`config.mk`:
```
export PLATFORM = sky130hd
export DESIGN_NAME = sorted_priority_queue
export DESIGN_NICKNAME = d
export VERILOG_FILES = /design/src/rtl/spq_pkg.sv /design/src/rtl/spq_ctrl.sv /design/src/rtl/spq_datapath.sv /design/src/rtl/sorted_priority_queue.sv
export SDC_FILE = /design/constraint.sdc
export NUM_CORES = 2
export LEC_CHECK = 0
export BUFFER_PORTS_ARGS = -buffer_cell sky130_fd_sc_hd__buf_2
export CAP_MARGIN = 20
export CORE_MARGIN = 2
export CORE_UTILIZATION = 64
export DETAILED_ROUTE_END_ITERATION = 10
export GPL_ROUTABILITY_DRIVEN = 1
export GPL_TIMING_DRIVEN = 0
export PLACE_DENSITY = 0.81
export SLEW_MARGIN = 10
export SYNTH_ARGS = -nofsm -noshare
export SYNTH_HDL_FRONTEND = slang
export SYNTH_SLANG_ARGS = --single-unit
```
`constraint.sdc`:
```
create_clock -name clk_i -period 11.2 [get_ports clk_i]
set_input_delay 0.56 -clock clk_i [delete_from_list [all_inputs] [get_ports clk_i]]
set_output_delay 0.56 -clock clk_i [all_outputs]
set_load 0.05 [all_outputs]
```
`src/rtl/spq_pkg.sv`:
```
// Shared types and constants of the sorted priority queue.
`timescale 1ns / 1ps

package spq_pkg;

  // Queue size and derived widths
  localparam int unsigned CAPACITY = 16;
  localparam int unsigned CNT_W    = $clog2(CAPACITY + 1);
  localparam int unsigned WORD_W   = 32;
  localparam int unsigned TOTAL_W  = 5;

  // Operation codes carried on the input tuser
  typedef enum logic [1:0] {
    OP_ENQ  = 2'd0,
    OP_DEQ  = 2'd1,
    OP_PEEK = 2'd2
  } op_e;

  // Result status codes carried on the output tuser
  typedef enum logic [1:0] {
    ST_OK    = 2'd0,
    ST_EMPTY = 2'd1,
    ST_FULL  = 2'd2
  } status_e;

  // Commands from the controller to the datapath
  typedef struct packed {
    logic load;  // capture the incoming beat
    logic exec;  // apply the operation and register the result
  } ctrl_cmd_t;

endpackage

```
`src/rtl/spq_ctrl.sv`:
```
// Controller state machine of the sorted priority queue.
`timescale 1ns / 1ps

module spq_ctrl
  import spq_pkg::*;
(
  input  logic      clk_i,
  input  logic      rst_ni,
  input  logic      in_valid_i,
  output logic      in_ready_o,
  output logic      out_valid_o,
  input  logic      out_ready_i,
  output ctrl_cmd_t cmd_o
);

  typedef enum logic [2:0] {
    S_IDLE = 3'b001,
    S_EXEC = 3'b010,
    S_RESP = 3'b100
  } state_e;

  state_e state_q, state_d;

  // Next state
  always_comb begin
    state_d = state_q;
    case (state_q)
      S_IDLE: begin
        if (in_valid_i) state_d = S_EXEC;
      end
      S_EXEC: begin
        state_d = S_RESP;
      end
      S_RESP: begin
        if (out_ready_i) state_d = S_IDLE;
      end
      default: begin
        state_d = S_IDLE;
      end
    endcase
  end

  always_ff @(posedge clk_i or negedge rst_ni) begin
    if (!rst_ni) begin
      state_q <= S_IDLE;
    end else begin
      state_q <= state_d;
    end
  end

  // Handshakes and datapath commands
  assign in_ready_o   = (state_q == S_IDLE);
  assign out_valid_o  = (state_q == S_RESP);
  assign cmd_o.load   = (state_q == S_IDLE) && in_valid_i;
  assign cmd_o.exec   = (state_q == S_EXEC);

endmodule

```
`src/rtl/spq_datapath.sv`:
```
// Sorted slot file with per-slot compare-and-shift and the result register.
`timescale 1ns / 1ps

module spq_datapath
  import spq_pkg::*;
(
  input  logic                clk_i,
  input  logic                rst_ni,
  input  ctrl_cmd_t           cmd_i,
  input  logic [1:0]          op_i,
  input  logic [WORD_W-1:0]   data_i,
  input  logic [WORD_W-1:0]   prio_i,
  output logic [WORD_W-1:0]   res_data_o,
  output logic [1:0]          res_status_o,
  output logic                res_empty_o,
  output logic [TOTAL_W-1:0]  res_total_o
);

  // Captured beat
  logic [1:0]        op_q;
  logic [WORD_W-1:0] dat_q;
  logic [WORD_W-1:0] pri_q;

  // Slots, slot 0 is the head; only slots below the count are meaningful
  logic [WORD_W-1:0] slot_dat_q [CAPACITY];
  logic [WORD_W-1:0] slot_pri_q [CAPACITY];
  logic [CNT_W-1:0]  cnt_q, cnt_d;

  // Result register
  logic [WORD_W-1:0]  res_data_q, res_data_d;
  status_e            res_status_q, res_status_d;
  logic               res_empty_q;
  logic [TOTAL_W-1:0] res_total_q;

  logic                is_full;
  logic                is_empty;
  logic [CAPACITY-1:0] ins;
  logic                do_enq;
  logic                do_deq;
  logic [CNT_W+TOTAL_W-1:0] cnt_wide;

  always_ff @(posedge clk_i) begin
    if (cmd_i.load) begin
      op_q  <= op_i;
      dat_q <= data_i;
      pri_q <= prio_i;
    end
  end

  assign is_full  = (cnt_q == CNT_W'(CAPACITY));
  assign is_empty = (cnt_q == '0);

  // Slot takes part in the insert: stored with priority <= new, or the first free slot
  always_comb begin
    for (int i = 0; i < CAPACITY; i++) begin
      ins[i] = ((CNT_W'(i) < cnt_q) && ($signed(slot_pri_q[i]) <= $signed(pri_q)))
               || (CNT_W'(i) == cnt_q);
    end
  end

  // Operation decode, count and result
  always_comb begin
    do_enq       = 1'b0;
    do_deq       = 1'b0;
    cnt_d        = cnt_q;
    res_data_d   = '0;
    res_status_d = ST_OK;
    case (op_e'(op_q))
      OP_ENQ: begin
        if (is_full) begin
          res_status_d = ST_FULL;
        end else begin
          do_enq = 1'b1;
          cnt_d  = cnt_q + CNT_W'(1);
        end
      end
      OP_DEQ: begin
        if (is_empty) begin
          res_status_d = ST_EMPTY;
        end else begin
          do_deq     = 1'b1;
          res_data_d = slot_dat_q[0];
          cnt_d      = cnt_q - CNT_W'(1);
        end
      end
      OP_PEEK: begin
        if (is_empty) begin
          res_status_d = ST_EMPTY;
        end else begin
          res_data_d = slot_dat_q[0];
        end
      end
      default: begin
        res_status_d = ST_OK;
      end
    endcase
  end

  // Per-slot compare-and-shift
  for (genvar g = 0; g < CAPACITY; g++) begin : g_slot
    always_ff @(posedge clk_i) begin
      if (cmd_i.exec && do_enq && ins[g]) begin
        if (g == 0) begin
          slot_dat_q[g] <= dat_q;
          slot_pri_q[g] <= pri_q;
        end else if (!ins[(g == 0) ? 0 : g-1]) begin
          slot_dat_q[g] <= dat_q;
          slot_pri_q[g] <= pri_q;
        end else begin
          slot_dat_q[g] <= slot_dat_q[(g == 0) ? 0 : g-1];
          slot_pri_q[g] <= slot_pri_q[(g == 0) ? 0 : g-1];
        end
      end else if (cmd_i.exec && do_deq && (g < CAPACITY-1)) begin
        slot_dat_q[g] <= slot_dat_q[(g < CAPACITY-1) ? g+1 : g];
        slot_pri_q[g] <= slot_pri_q[(g < CAPACITY-1) ? g+1 : g];
      end
    end
  end

  // Count and status
  assign cnt_wide = {{TOTAL_W{1'b0}}, cnt_d};

  always_ff @(posedge clk_i or negedge rst_ni) begin
    if (!rst_ni) begin
      cnt_q <= '0;
    end else if (cmd_i.exec) begin
      cnt_q <= cnt_d;
    end
  end

  always_ff @(posedge clk_i) begin
    if (cmd_i.exec) begin
      res_data_q   <= res_data_d;
      res_status_q <= res_status_d;
      res_empty_q  <= (cnt_d == '0);
      res_total_q  <= cnt_wide[TOTAL_W-1:0];
    end
  end

  assign res_data_o   = res_data_q;
  assign res_status_o = res_status_q;
  assign res_empty_o  = res_empty_q;
  assign res_total_o  = res_total_q;

endmodule

```
`src/rtl/sorted_priority_queue.sv`:
```
// Sorted priority queue: top level with stream ports and checks.
//
// Input channel (s_axis): one beat is one operation. tuser carries the
// operation (enqueue, dequeue, peek); tdata carries the data and priority
// used by an enqueue. Output channel (m_axis): exactly one beat per input
// beat, carrying the head data (dequeue/peek), the status in tuser, the
// empty flag and the entry count after the operation.
// Entries are kept sorted, highest priority at the head; among equal
// priorities the newest is served first. An enqueue into a full queue is
// dropped with status full; dequeue or peek on an empty queue gives status
// empty. Unused operation codes leave the queue unchanged with status ok.
// The result beat is registered: an accepted beat is captured, then the
// compare-and-shift over all slots applies it and the output register takes
// the result. One operation is in flight at a time: no new beat is accepted
// until the receiver has taken the result beat.
// Reset empties the queue (the count clears, slot contents are don't-care).
// When the receiver stalls, the result beat holds and s_axis_tready stays low.
`timescale 1ns / 1ps

module sorted_priority_queue
  import spq_pkg::*;
(
  input  logic        clk_i,
  input  logic        rst_ni,
  input  logic        s_axis_tvalid,
  output logic        s_axis_tready,
  input  logic [63:0] s_axis_tdata,  // [31:0] item_data, [63:32] item_priority
  input  logic [1:0]  s_axis_tuser,  // [1:0] op
  output logic        m_axis_tvalid,
  input  logic        m_axis_tready,
  output logic [39:0] m_axis_tdata,  // [31:0] result_data, [32] queue_empty,
                                     // [37:33] entry_total, [39:38] zero
  output logic [1:0]  m_axis_tuser   // [1:0] status
);

  ctrl_cmd_t          cmd;
  logic [WORD_W-1:0]  res_data;
  logic [1:0]         res_status;
  logic               res_empty;
  logic [TOTAL_W-1:0] res_total;

  spq_ctrl u_ctrl (
    .clk_i      (clk_i),
    .rst_ni     (rst_ni),
    .in_valid_i (s_axis_tvalid),
    .in_ready_o (s_axis_tready),
    .out_valid_o(m_axis_tvalid),
    .out_ready_i(m_axis_tready),
    .cmd_o      (cmd)
  );

  spq_datapath u_datapath (
    .clk_i       (clk_i),
    .rst_ni      (rst_ni),
    .cmd_i       (cmd),
    .op_i        (s_axis_tuser),
    .data_i      (s_axis_tdata[31:0]),
    .prio_i      (s_axis_tdata[63:32]),
    .res_data_o  (res_data),
    .res_status_o(res_status),
    .res_empty_o (res_empty),
    .res_total_o (res_total)
  );

  assign m_axis_tdata = {2'b00, res_total, res_empty, res_data};
  assign m_axis_tuser = res_status;

  // One operation in flight: never accepting while a result is offered
  a_no_overlap: assert property (@(posedge clk_i) disable iff (!rst_ni)
    !(s_axis_tready && m_axis_tvalid))
    else $error("input ready while result pending");

  // An accepted beat blocks further input on the next cycle
  a_accept_blocks: assert property (@(posedge clk_i) disable iff (!rst_ni)
    (s_axis_tvalid && s_axis_tready) |=> !s_axis_tready)
    else $error("second beat accepted during operation");

  // Full status only with a full queue
  a_full_count: assert property (@(posedge clk_i) disable iff (!rst_ni)
    (m_axis_tvalid && (m_axis_tuser == ST_FULL)) |->
      (m_axis_tdata[37:33] == CAPACITY[TOTAL_W-1:0]) && !m_axis_tdata[32])
    else $error("full status with a queue that is not full");

  // Empty status leaves an empty queue and no data
  a_empty_result: assert property (@(posedge clk_i) disable iff (!rst_ni)
    (m_axis_tvalid && (m_axis_tuser == ST_EMPTY)) |->
      m_axis_tdata[32] && (m_axis_tdata[31:0] == '0))
    else $error("empty status with data or entries");

endmodule

```
# Word-level counts from Yosys, hierarchy flattened

Memory sizes are Yosys's and may differ from the RTL's.
Index checks and enable logic that the tools add are counted.

Add/subtract/negate cells: 2
Eq/ne operators: 23
Muxes and demuxes: 196
Bitwise gates (word level): 61
Reduce and logical (&&, ||, !) cells: 57
$lt $le $gt $ge: 32

Operators with widths:

| kind                  | number |
|---|---|
| $mux W32              | 60 |
| $le A32 B32 Y1        | 16 |
| $mux W1               | 128 |
| $or A1 B1 Y1          | 60 |
| $eq A4 B5 Y1 const A  | 8 |
| $lt A4 B5 Y1 const A  | 8 |
| $logic_and A1 B1 Y1   | 35 |
| $eq A3 B5 Y1 const A  | 4 |
| $lt A3 B5 Y1 const A  | 4 |
| $logic_or A1 B1 Y1    | 16 |
| $eq A2 B5 Y1 const A  | 2 |
| $logic_not A5 Y1      | 2 |
| $lt A1 B5 Y1 const A  | 2 |
| $lt A2 B5 Y1 const A  | 2 |
| $mux W5               | 2 |
| $pmux W5 S2           | 1 |
| $pmux W3 S3           | 1 |
| $mux W3               | 2 |
| $add A5 B1 Y5 const B | 1 |
| $eq A1 B5 Y1 const A  | 1 |
| $eq A5 B5 Y1 const B  | 1 |
| $sub A5 B1 Y5 const B | 1 |
| $pmux W2 S2           | 1 |
| $reduce_or A2 Y1      | 2 |
| other kinds (11)      | 11 |

Word-level logic and storage cells: 382
Memories kept: 2
Bits of input ports: 70
Memory bits (writable): 1024
Bits in registers: 114

Memory list:

| memory                | words | bits a word | read ports | clocked after Yosys merged registers in | write ports | line               | source |
|---|---|---|---|---|---|---|---|
| u_datapath.slot_dat_q | 16    | 32          | 16         | 0                                       | 16          | spq_datapath.sv:25 | `logic [WORD_W-1:0] slot_dat_q [CAPACITY];` |
| u_datapath.slot_pri_q | 16    | 32          | 16         | 0                                       | 16          | spq_datapath.sv:26 | `logic [WORD_W-1:0] slot_pri_q [CAPACITY];` |

# Logic depth before layout (Yosys ltp)

Depth in word-level cells: 9
Mapped depth: 15
Mapped depth without buffers: 11

# Modules after synthesis

A second synthesis with hierarchy kept.

Cells, all modules: 5386
Area total of the unflattened synthesis: 63528.4 µm²

By module, submodules not included:

| module                | area an instance (µm²) | times used | cells each |
|---|---|---|---|
| spq_datapath          | 63345.8                | 1          | 5370 |
| spq_ctrl              | 156.4                  | 1          | 12 |
| sorted_priority_queue | 26.3                   | 1          | 4 |

# Worst setup path before layout

OpenSTA, ideal clock, no wires.

Path type: register -> register
From: register u_datapath.pri_q[31]
To: memory u_datapath.slot_dat_q[13][0] (netlist: u_datapath.slot_dat_q[1][160]), enable pin
Arrival time: 7.942 ns
Data required time: 10.626 ns
Stages on the path, launching flop included: 11
Path slack: 2.683 ns
Cells stage by stage: edfxtp_1 > clkbuf_1 > clkinv_1 > ha_1 > nand3_1 > or3_1 > or3_1 > or4_1 > a41o_1 > or3_1 > o21ai_0

RTL lines:

| item                   | line               | source |
|---|---|---|
| from (decl)            | spq_datapath.sv:22 | `logic [WORD_W-1:0] pri_q;` |
| from (signal assigned) | spq_datapath.sv:46 | `pri_q <= prio_i;` |
| to (decl)              | spq_datapath.sv:25 |  |

==> key figures <==
Outcome
  • Status: finished, final reports clean

Power and ir drop
  • Gate power share: approximately 30%
  • Pwr dens: 189 nW/um^2
  • Sw Ratio: between 30% and 40%
  • Peak VDD IR: 239 uV
  • Seq pwr share: 41.7%
  • Internal power: about 9 mW
  • Overall power: 13.7 mW
  • Clk pwr share: between 20% and 30%
  • Leakage Power: about 26 nW
  • P_sw: roughly 4.7 mW

Drt
  • Antenna Nets Post-Route: 0
  • Via count: around 55000
  • DRC Markers: 0
  • Total wire length: about 240000 um
  • Avg WL per Cell: between 30 and 40 um
  • Iter 0 DRT Violations: 9389
  • Vias per cell: 7.66
  • Total iterations of the first detailed-routing run: 10

CTS
  • Clock slew at reported path FFs: roughly 60 ps
  • CTS tree: yes
  • PostCTS Resize Cnt: 0
  • Sink Count: 1138
  • Cts bufs inserted: 119
  • Cts hold-fix bufs: 67
  • H-tree levels: 3
  • Clk_lat worst skew: roughly 770 ps
  • Post-CTS setup buffers: 0
  • Clk buf depth: 3
  • Root Driver: clkbuf_16

Critical path
  • Element type at the critical path start: flop
  • Critical path required time: 11700 ps
  • Kind of critical path: reg -> reg
  • Worst Path Arrival: 8460 ps
  • Slowest CP cell: clkinv_1
  • Worst-path cell chain: clkbuf_1 > clkinv_1 > ha_1 > nand4_1 > nor4_1 > nand2_1 > a211oi_1 > nor2_1 > a311o_1 > nand4_1 > clkbuf_1 > buf_8 > clkbuf_1 > nor2_1 > a221o_1
  • Crit path top cell by count: clkbuf_1
  • Worst stage delay on the critical path: 1170 ps
  • Crit-path max FO: 25
  • Crit. End Element: flop

Logic synthesis
  • Mapped Avg Cell Area: ~12 um^2
  • Synth warn: 0
  • Mapped Area: approximately 64000 um^2
  • Post-Synth Simple-Gate Area: just under 9%
  • FFs w/ async S/R, synth: less than 1%
  • Mapped Cells: roughly 5400
  • Yosys reg bits: ~1100
  • Synth Flop Type: edfxtp_1
  • Synth Area in Compound Gates: a little over a fifth
  • Synth cell types: 80
  • Register area share after synthesis: 53.1%
  • Xor and xnor fraction of the mapped netlist area: less than 1%
  • Largest family of logic cells by synthesized area: compound AO/OA/AOI/OAI gates
  • Mux contribution to synthesized area: around 2.4%
  • Adder-Cell Fraction of Synth Area: a little over 10%
  • EDFF count, synth: 1130

Final layout
  • Nets: around 6300
  • Layout area overhead: 12.6%
  • Share of cells above drive strength 1: 9.90%

STA
  • Clock period minus worst slack: slightly below 8000 ps
  • Tightest Pin Transition: 1310 ps
  • Final setup viols: 0
  • Hold WS: roughly 110 ps
  • Final hold vios: 0
  • Tcrit/Tclk final: between 70% and 80%
  • Unrepaired setup endpoints after global routing: false
  • Setup clock skew after layout: slightly below 40 ps
  • Max-slew headroom: 11.3%
  • Fmax: around 130 MHz
  • Final Max Slew Viols: 0

Global route
  • Gr usage total: between 40% and 50%
  • Pin count of the biggest net entering global routing: 50
  • Global-route wire length before repair: 349000 um
  • Initial antenna violation count: 18
  • Vias in the first global route: 53100
  • GR Overflow Total: 0

Die
  • I/O Pins: 114
  • Area of the core: 99900 um^2
  • Row count: 116
  • Die H: approximately 320 um
  • Die area: around 100000 um^2
  • Die Span X: 321 um
  • Starting density of the core: between 60 and 70%

Worst hold path
  • HP Class: in -> reg

Placed design
  • DP HPWL: approximately 180000 um
  • GPL Wtd Cong: 1.03
  • Port-buffer cells: about 110

Flow run
  • Max Cap Violations: 0
-- final timing paths --
path                                                from                             to  slack [ps]  cells past startpoint
setup / recovery                    u_datapath.pri_q[28]  u_datapath.slot_dat_q[1][134]        3240                     15
hold / removal                             s_axis_tvalid              u_ctrl.state_q[1]         110                      2
setup reg to reg                    u_datapath.pri_q[28]  u_datapath.slot_dat_q[1][134]        3240                     15
hold reg to reg            u_datapath.slot_dat_q[1][229]  u_datapath.slot_dat_q[1][197]         550                      1
max in group asynchronous                         rst_ni              u_ctrl.state_q[0]       10650                      2
min in group asynchronous                         rst_ni            u_datapath.cnt_q[0]         240                      2
-- worst max-delay path, delay by kind of cell (launching register included) --
family	cells	cell delay [ps]
fa+ha+maj	1	720
buf+inv	5	3180
simple gates	6	1850
flops	1	320
compound gates	3	1630
-- power groups by stage --
stage,combinational [mW],sequential (mW),clock [mW]
finish,4.07,5.71,3.92
global route,4.32,5.72,4.03
CTS,3.88,5.68,3.87
detailed placement,3.84,5.76,0
global placement,3.54,5.84,0
floorplan,2.39,5.75,0
-- cell families (layout without fill, tap and decap cells) --
| family | after synthesis | after routing |
|---|---|---|
| DFF | 1138 | 1138 |
| and+or+nand+nor | 1112 | 1112 |
| AOI/OAI and AO/OA | 1852 | 1852 |
| other | 1 | 23 |
| muxes | 135 | 135 |
| adders and majority gates | 520 | 520 |
| xor gates and xnor gates | 3 | 3 |
| buffers and inverters | 634 | 1098 |
-- cell usage in the layout, fill, tap and decap left out, drive strengths merged, types with 86 or more instances in the layout --
cell type,instances
a221o,390
o21ai,219
o31ai,321
a21oi,197
edfxtp,1130
buf,279
nand2,257
clkinv,118
and3,182
nor3,160
inv,120
a22oi,449
ha,520
nor2,196
clkbuf,498
nand4,86
mux2,129
-- cell type report --
type | count | area (um^2)
Inverter | 177 | 664
Clock inverter | 74 | 593
Clock buffer | 149 | 3110
Sequential cell | 1138 | 34100
Tap cell | 1298 | 1620
Fill cell | 6820 | 27500
Antenna cell | 21 | 52.6
Multi-Input combinational cell | 3624 | 27800
Timing Repair Buffer | 241 | 2490
Buffer | 457 | 1940
-- registers in the layout, indices dropped and copies added, names as in the netlist --
signal                   flops
u_datapath.res_status_o      2
u_datapath.dat_q            32
u_datapath.res_empty_o       1
u_datapath.pri_q            32
u_datapath.cnt_q             5
u_ctrl.state_q               3
u_datapath.slot_pri_q      512
u_datapath.res_data_o       32
u_datapath.slot_dat_q      512
u_datapath.res_total_o       5
u_datapath.op_q              2
-- metrics by stage --
step	instance area [um^2]	worst slack, ps	TNS [ps]	utilization, %	instances
2_1_floorplan	64300	2680	0	-	5396
3_3_place_gp	66500	-3780	-905430	66.5	6805
3_5_place_dp	67800	3700	0	67.9	6862
4_1_cts	72200	3710	0	72.3	7152
5_1_grt	72300	3490	0	72.4	7164
6_report	72400	3240	0	72.5	7179
-- metal layers --
| layer | up-vias | routed length, um | global-route usage, % | share of wire [%] |
|---|---|---|---|---|
| met5 | - | 198 | 1.18 | 0.081 |
| met2 | 4652 | 104000 | 68.4 | 43 |
| li1 | 22700 | - | - | - |
| met1 | 26500 | 82700 | 56.6 | 34 |
| met3 | 1068 | 36100 | 17.3 | 15 |
| met4 | 22 | 21000 | 33.7 | 8.6 |
-- cell usage after synthesis (all sizes together) (17+ instances only) --
library cell,instances,area (um^2)
a21o,76,571
a21oi,197,986
a221o,390,3900
a22oi,449,3370
a31oi,74,463
and2,72,450
and3,182,1140
buf,108,614
clkbuf,349,1310
clkinv,62,233
edfxtp,1130,33900
ha,520,6510
inv,115,432
mux2,129,1450
nand2,257,965
nand3,44,220
nand4,86,538
nor2,196,736
nor2b,27,169
nor3,160,806
nor4,17,106
o211ai,28,210
o21ai,219,1100
o31ai,321,2410
No activity file was read; power rests on OpenSTA's default activity.
